**src/lrs_pkg.sv**
```systemverilog
// Package for the latching relay sequencer: phase codes, pin image bits,
// register indexes and reset values. No dependencies.
`default_nettype none
package lrs_pkg;

    localparam int unsigned CNT_W   = 15;
    localparam int unsigned PHASE_W = 3;
    localparam int unsigned PINS_W  = 4;

    typedef logic [CNT_W-1:0]   t_count;
    typedef logic [PHASE_W-1:0] t_phase;
    typedef logic [PINS_W-1:0]  t_pins;

    localparam t_phase PH_INIT     = 3'd0;
    localparam t_phase PH_IDLE     = 3'd1;
    localparam t_phase PH_SW_OPEN  = 3'd2;
    localparam t_phase PH_HELD     = 3'd3;
    localparam t_phase PH_SW_BACK  = 3'd4;

    localparam t_pins PIN_COIL_A    = 4'b0001;
    localparam t_pins PIN_COIL_B    = 4'b0010;
    localparam t_pins PIN_LED_A     = 4'b0100;
    localparam t_pins PIN_LED_B     = 4'b1000;
    localparam t_pins PIN_BOTH_DARK = PIN_LED_A | PIN_LED_B;

    localparam logic REG_PULSE_TICKS = 1'b0;
    localparam logic REG_BLINK_HALF  = 1'b1;

    localparam t_count PULSE_TICKS_RST = 15'd999;
    localparam t_count BLINK_HALF_RST  = 15'd499;

endpackage
`default_nettype wire

```
**src/latching_relay_sequencer.sv**
```systemverilog
// Top level of the latching relay sequencer: phase machine, tick counter and
// result register. Depends on lrs_pkg.
//
// One item per clock while the input is not stalled: each accepted tick item
// updates phase, counter and pin image, and its result is loaded into the
// result register at the same clock edge, from the same next-state values.
// The only limit on rate is the single result register: input is stalled only
// while a result is waiting and the output side is stalling. Configuration
// writes take effect on the next accepted item.
`default_nettype none
module latching_relay_sequencer (
    input  wire                   i_clk,
    input  wire                   i_rst_n,
    input  wire                   i_cfg_we,
    input  wire                   i_cfg_index,
    input  wire  [14:0]           i_cfg_data,
    input  wire                   i_in_valid,
    output logic                  o_in_stall,
    input  wire                   i_ptt_pressed,
    output logic                  o_out_valid,
    input  wire                   i_out_stall,
    output logic                  o_coil_a_drive,
    output logic                  o_coil_b_drive,
    output logic                  o_led_a_off,
    output logic                  o_led_b_off,
    output lrs_pkg::t_phase       o_relay_phase
);
    import lrs_pkg::*;

    t_count r_pulse_ticks;
    t_count r_blink_half;
    t_phase r_phase, n_phase;
    t_count r_tick, n_tick;
    t_pins  r_pins, n_pins;
    logic   r_out_valid;
    t_pins  r_out_pins;
    t_phase r_out_phase;
    logic   in_accept;
    logic   below_half, below_lim;
    t_count tick_inc;

    assign o_in_stall = r_out_valid & i_out_stall;
    assign in_accept  = i_in_valid & ~o_in_stall;
    assign below_half = r_tick < r_blink_half;
    assign below_lim  = r_tick < r_pulse_ticks;
    assign tick_inc   = r_tick + t_count'(1);

    always_comb begin
        n_phase = r_phase;
        n_tick  = r_tick;
        n_pins  = r_pins;
        unique case (r_phase)
            PH_IDLE: begin
                if (below_half) begin
                    n_tick = tick_inc;
                end else if (below_lim) begin
                    n_tick = tick_inc;
                    n_pins = r_pins & ~PIN_LED_A;
                end else begin
                    n_tick = '0;
                    n_pins = r_pins | PIN_LED_A;
                end
                if (i_ptt_pressed) begin
                    n_tick  = '0;
                    n_phase = PH_SW_OPEN;
                    n_pins  = n_pins | PIN_LED_A;
                end
            end
            PH_SW_OPEN: begin
                if (below_lim) begin
                    if (i_ptt_pressed) begin
                        n_tick = tick_inc;
                        n_pins = PIN_COIL_B | PIN_LED_A;
                    end else begin
                        n_tick  = '0;
                        n_phase = PH_SW_BACK;
                        n_pins  = PIN_BOTH_DARK;
                    end
                end else begin
                    n_tick  = '0;
                    n_pins  = (r_pins & ~PIN_COIL_B) | PIN_LED_B;
                    n_phase = i_ptt_pressed ? PH_HELD : PH_SW_BACK;
                end
            end
            PH_HELD: begin
                if (below_half) begin
                    if (i_ptt_pressed) begin
                        n_tick = tick_inc;
                    end else begin
                        n_tick  = '0;
                        n_phase = PH_SW_BACK;
                    end
                end else if (below_lim) begin
                    if (i_ptt_pressed) begin
                        n_tick = tick_inc;
                        n_pins = r_pins & ~PIN_LED_B;
                    end else begin
                        n_tick  = '0;
                        n_phase = PH_SW_BACK;
                        n_pins  = PIN_BOTH_DARK;
                    end
                end else begin
                    n_tick  = '0;
                    n_pins  = r_pins | PIN_LED_B;
                    n_phase = i_ptt_pressed ? PH_HELD : PH_SW_BACK;
                end
            end
            PH_SW_BACK: begin
                if (below_lim) begin
                    if (i_ptt_pressed) begin
                        n_tick  = '0;
                        n_phase = PH_SW_OPEN;
                        n_pins  = PIN_BOTH_DARK;
                    end else begin
                        n_tick = tick_inc;
                        n_pins = PIN_COIL_A | PIN_LED_B;
                    end
                end else begin
                    n_tick  = '0;
                    n_pins  = PIN_BOTH_DARK;
                    n_phase = i_ptt_pressed ? PH_SW_OPEN : PH_IDLE;
                end
            end
            default: begin
                if (below_lim) begin
                    n_tick  = tick_inc;
                    n_pins  = r_pins | PIN_COIL_A | PIN_LED_B;
                    n_phase = PH_INIT;
                end else begin
                    n_tick  = '0;
                    n_pins  = (r_pins & ~PIN_COIL_A) | PIN_LED_A;
                    n_phase = PH_IDLE;
                end
            end
        endcase
    end

    always_ff @(posedge i_clk) begin
        if (!i_rst_n) begin
            r_pulse_ticks <= PULSE_TICKS_RST;
            r_blink_half  <= BLINK_HALF_RST;
            r_phase       <= PH_INIT;
            r_tick        <= '0;
            r_pins        <= '0;
            r_out_valid   <= 1'b0;
        end else begin
            if (i_cfg_we) begin
                unique case (i_cfg_index)
                    REG_PULSE_TICKS: r_pulse_ticks <= i_cfg_data;
                    REG_BLINK_HALF:  r_blink_half  <= i_cfg_data;
                    default: ;
                endcase
            end
            if (in_accept) begin
                r_phase <= n_phase;
                r_tick  <= n_tick;
                r_pins  <= n_pins;
            end
            if (in_accept) begin
                r_out_valid <= 1'b1;
            end else if (!i_out_stall) begin
                r_out_valid <= 1'b0;
            end
        end
    end

    always_ff @(posedge i_clk) begin
        if (in_accept) begin
            r_out_pins  <= n_pins;
            r_out_phase <= n_phase;
        end
    end

    assign o_out_valid    = r_out_valid;
    assign o_coil_a_drive = r_out_pins[0];
    assign o_coil_b_drive = r_out_pins[1];
    assign o_led_a_off    = r_out_pins[2];
    assign o_led_b_off    = r_out_pins[3];
    assign o_relay_phase  = r_out_phase;

endmodule
`default_nettype wire

```
**config.mk**
```make
export PLATFORM = sky130hd
export DESIGN_NAME = latching_relay_sequencer
export DESIGN_NICKNAME = d
export VERILOG_FILES = /design/src/lrs_pkg.sv /design/src/latching_relay_sequencer.sv
export SDC_FILE = /design/constraint.sdc
export NUM_CORES = 1
export LEC_CHECK = 0
export BUFFER_PORTS_ARGS = -buffer_cell sky130_fd_sc_hd__buf_2
export CORE_MARGIN = 4
export CORE_UTILIZATION = 54
export DETAILED_ROUTE_END_ITERATION = 7
export PLACE_DENSITY = 0.76
export SYNTH_ARGS = -nofsm -noshare
export SYNTH_HDL_FRONTEND = slang
export SYNTH_SLANG_ARGS = --single-unit
export TNS_END_PERCENT = 10
```
**constraint.sdc**
```tcl
create_clock -name i_clk -period 2.6 [get_ports i_clk]
set_clock_uncertainty 0.05 [all_clocks]
set_input_delay 0.39 -clock i_clk [delete_from_list [all_inputs] [get_ports i_clk]]
set_output_delay 0.39 -clock i_clk [all_outputs]
set_load 0.05 [all_outputs]
```
== Word-level counts from Yosys, hierarchy flattened ==
Cells that the tools add are included.
Operators by class
  eq/ne operators: 5
  $add $sub $neg: 1
  reductions and logical operators: 2
  magnitude comparators: 2
  multiplexer cells: 32
  bitwise operators: 4
Operators with widths (number)
  two-way mux 15 bit: 8
  one-hot mux 15 bit (4 select lines): 1
  < comparator 15 bit: 2
  two-way mux 3 bit: 10
  two-way mux 4 bit: 7
  one-hot mux 4 bit (4 select lines): 1
  adder 15 x 1 -> 15 bit (second input constant): 1
  one-hot mux 3 bit (4 select lines): 1
  == test 3 x 2 -> 1 bit (second input constant): 2
  AND reduction 2 bit: 2
  == test 3 x 1 -> 1 bit (second input constant): 1
  == test 3 bit (second input constant): 1
  two-way mux 1 bit: 3
  AND 1 bit: 2
  two-way mux 2 bit: 1
  != test 2 x 1 -> 1 bit (second input constant): 1
  inverter 1 bit: 2
Storage, ports and cells
  output and inout port bits: 9
  bits of input ports: 22
  word-level logic and storage cells: 54
  bits in registers: 60

== Depth between registers and ports, before layout ==
  word-level depth: 5
  depth in mapped cells: 10
  gate-level depth less buffers: 9

== Worst setup path before layout ==
Ideal clock, no wire load.
  path type: flip-flop to flip-flop
  start: register r_tick[6]
  end: register r_out_pins[2], data pin
  arrival time: 2.130 ns
  library setup time: 0.268 ns
  path slack: 0.151 ns
  required time: 2.282 ns
  cell stages (with the launch flop): 9
  clock period less this slack: 2.449 ns
  buffers on the path: 0
  path through: dfxtp_1 > ha_1 > and2_4 > a221o_1 > a41o_2 > a211oi_1 > a211oi_1 > a2111oi_2 > nand2_1
Between the ends
  word-level cells in the longest chain between the ends: 5
  elaborated cells on any way between the ends: 11
  those cells by class: order compare (2); mux (9)
RTL lines
  start, declared: RTL line latching_relay_sequencer.sv:33  | t_count r_tick, n_tick;
  start signal, assigned: RTL line latching_relay_sequencer.sv:156  | r_tick <= n_tick;
  < comparator 15 bit: RTL line latching_relay_sequencer.sv:45  | assign below_lim = r_tick < r_pulse_ticks;
  two-way mux 3 bit: RTL line latching_relay_sequencer.sv:56  | end else if (below_lim) begin
  two-way mux 3 bit: RTL line latching_relay_sequencer.sv:54  | if (below_half) begin
  two-way mux 3 bit: RTL line latching_relay_sequencer.sv:63  | if (i_ptt_pressed) begin
  one-hot mux 4 bit (4 select lines) *: RTL line latching_relay_sequencer.sv:52  | unique case (r_phase)
  via n_pins[2]: RTL line latching_relay_sequencer.sv:34  | t_pins r_pins, n_pins;
  end signal, assigned: RTL line latching_relay_sequencer.sv:169  | r_out_pins <= n_pins;
  end, declared: RTL line latching_relay_sequencer.sv:36  | t_pins r_out_pins;
Mark *: on every way through the listed nets, which the timed path passes. The rest lies on a longest branch.
A chain may end at the register's enable or synchronous reset.

== Final worst setup path ==
  start: register r_pulse_ticks[4]
  end: register r_out_pins[2], data pin
Between the ends
  word-level cells in the longest chain between the ends: 5
  elaborated cells on any way between the ends: 10
  those cells by class: order compare (1); mux (9)
RTL lines
  start, declared: RTL line latching_relay_sequencer.sv:30  | t_count r_pulse_ticks;
  start signal, assigned: RTL line latching_relay_sequencer.sv:149  | REG_PULSE_TICKS: r_pulse_ticks <= i_cfg_data;
  < comparator 15 bit *: RTL line latching_relay_sequencer.sv:45
  two-way mux 3 bit: RTL line latching_relay_sequencer.sv:56
  two-way mux 3 bit: RTL line latching_relay_sequencer.sv:54
  two-way mux 3 bit: RTL line latching_relay_sequencer.sv:63
  one-hot mux 4 bit (4 select lines) *: RTL line latching_relay_sequencer.sv:52
  via n_pins[2]: RTL line latching_relay_sequencer.sv:34
Marked as above.

==> impl_results.md <==
- Crit path kind: flip-flop to flip-flop
- Worst slack at placement: 0.0937 ns
- Vias in the first global route: 3098
- Crit-path slowest cell: a2111oi_4
- GPL Wtd Cong: 0.885
- Worst skew pair latency: 0.34 ns
- Slew headroom: 49.8%
- Status: complete, no violations
- Layout Cells excl Fill: 557
- Overall Global Routing Usage: 23.0%
- Share of cells above drive strength 1: 15.6%
- Root buffer cell: clkbuf_8
- Setup violations, final: 0
- CP Cell Sequence: inv_1 > ha_1 > a21o_1 > a221o_1 > a41o_2 > a21o_4 > a2111oi_4 > nand2_1
- Core Rows: 29
- Core area: 0.00631 mm2
- Mapped Cells: 444
- Peak VDD IR: 333 uV
- Max-Cap Viols: 0
- Layout area overhead: 13.3%
- Leakage: 1.68 nW
- Yosys Warn Count: 0
- Min cycle time layout: 2.48 ns
- DRT iter0 DRCs: 251
- Drt pass-1 iters: 5
- Number of antenna violations at the first check in global routing: 0
- Ports: 31
- Vias per std cell: 5.96
- Antenna-violating nets left: 0
- Finished Core Util: 63.0%
- Via count: 3320
- Tightest Pin Transition: 0.753 ns
- # diodes: 0
- Setup Fix Bufs, Post-CTS: 0
- DRC Markers: 0
- Distinct cells, synth: 52
- Largest net degree at the start of global routing: 29
- WL final: 8.40 mm
- Mux share of post-synthesis cell area: 0.321%
- Main combinational cell family by area after synthesis: simple AND/OR/NAND/NOR gates
- Placed Cells: 541
- Simple-gate share of the synthesized area: 23.5%
- Grt ovf: 0
- RSZ-0062 raised after global routing: yes
- Crit path capture type: flip-flop
- Critical Path RT: 2.63 ns
- XOR/XNOR Fraction of Synth Area: 0.250%
- Syn Std Cell Area: 0.00351 mm2
- Most frequent cells in the layout: nand2_1 (97), dfxtp_1 (53), a21oi_1 (38)
- Die Width: 88.6 um
- Die Y: 88.6 um
- Port Buffers: 30
- Power Density: 515 mW/mm2
- Syn nets: 495
- Register area share after synthesis: 36.2%
- Synth Area in Compound Gates: 22.7%
- Critical Path Fanout Max: 9
- Most common flop cell mapped by yosys: dfxtp_1
- Die Area: 0.00785 mm2
- Hold Crit Class: input pin to flip-flop
- Worst EP arrival: 2.51 ns
- CTS tree: done
- Initial Util: 55.6%
- CTS sink count: 60
- Post-synth ARST share: 0%
- Syn_area_per_cell: 7.90 um2
- Wire length per cell: 15.1 um
- Area share of fa/ha/maj cells after synthesis: 10.3%
- Slew Limit Fails: 0
- Startpoint Class: flip-flop
- Delay of the slowest critical-path stage: 0.37 ns
- Final hold viol count: 0
- Crit path buf inv count: 1
- Min setup slack post-route: 0.120 ns
- Clock buffer depth: 2
- CTS buffer count: 9
- Global-route wire length before repair: 14.1 mm
- Final period util: 95.4%
- Nets@finish: 526
- CP delay by family, top: compound AO/OA/AOI/OAI gates
- Leading cell type in the layout, fill and taps excluded: nand2_1
- Post-detail-place hpwl: 6.04 mm
- Fmax: 0.403 GHz
- Synth Register Bits: 60
- H-Tree Depth: 3
- Clock transition at path regs: 0.08 ns
- Post-synth EDFFs: 7
[area by class of cell]
type | instances | area [um2]
tap | 77 | 96.3
clock inverter | 7 | 75.1
inverter | 35 | 131
multi-input combinational | 326 | 2030
clock buffer | 9 | 124
fill | 575 | 2340
sequential | 60 | 1270
timing repair buffer | 43 | 251
[report_power, final]
part / total (mW) / internal [mW] / switching [mW]
clock: 0.853 / 0.448 / 0.405
sequential: 0.992 / 0.973 / 0.0187
combinational: 0.204 / 0.0689 / 0.135
[synthesized netlist by cell type (all sizes together), types with 5 or more instances]
library cell   n  area share, %
a21o           5            1.3
a21oi         40            6.0
a31oi         11            2.1
buf            6            1.1
clkbuf        17            1.8
dfxtp         53             30
edfxtp         7            6.0
ha            29             10
inv           35            3.7
nand2         97             10
nand3         23            3.6
nand4         12            2.1
nor2          15            1.6
nor2b          5           0.89
nor3          10            1.4
o211ai        14            3.0
o21ai         16            2.7
[metal layers]
layer  GRT usage (%)  wire length (um)  vias to the layer above
met4            9.07               154                        0
met2            38.3              4100                      114
li1                -                 -                     1655
met1            29.4              3700                     1537
met5               0                 0                        -
met3            4.19               436                       14
[sequential cells by signal (all words and copies together) (netlist names)]
register / cells
o_out_valid: 1
o_relay_phase: 3
r_out_pins: 4
r_phase: 3
r_tick: 15
r_pins: 4
r_pulse_ticks: 15
r_blink_half: 15
[worst min-delay path, cell delays in order]
cell,delay [ns]
buf_2,0.09
nand2_1,0.04
nand3_1,0.06
[logic make-up (layout without fill, tap and decap cells)]
group	after synthesis	count (layout)
AOI/OAI and AO/OA	115	115
xor gates and xnor gates	1	1
adders and majority gates	29	29
buffers and inverters	58	94
DFF	60	60
muxes	1	1
and+or+nand+nor	180	180
[metrics by stage]
stage          hold WS (ns)  setup TNS [ns]  power (mW)  instance area, um2
2_1_floorplan         0.383               0        1.15                3510
3_3_place_gp          0.393               0        1.21                3750
3_5_place_dp          0.396               0        1.21                3750
4_1_cts               0.205               0        2.07                3950
5_1_grt               0.223         -0.0240        2.15                3980
6_report              0.219               0        2.05                3980
[repair_timing]
item,in CTS,in global routing
gates resized for setup,0,6
endpoints found under the setup margin,0,8
endpoints found under the hold margin,0,0
hold buffers,0,0
[path summary, 6_finish.rpt]
path	depth (start not counted)	start	end	slack, ns
worst min-delay path	3	i_cfg_data[0]	r_pulse_ticks[0]	0.22
worst max register to register	8	r_pulse_ticks[4]	r_out_pins[2]	0.12
worst min register to register	2	r_blink_half[11]	r_blink_half[11]	0.41
worst max-delay path	8	r_pulse_ticks[4]	r_out_pins[2]	0.12
Note: power is estimated with default switching activity, not from simulation.
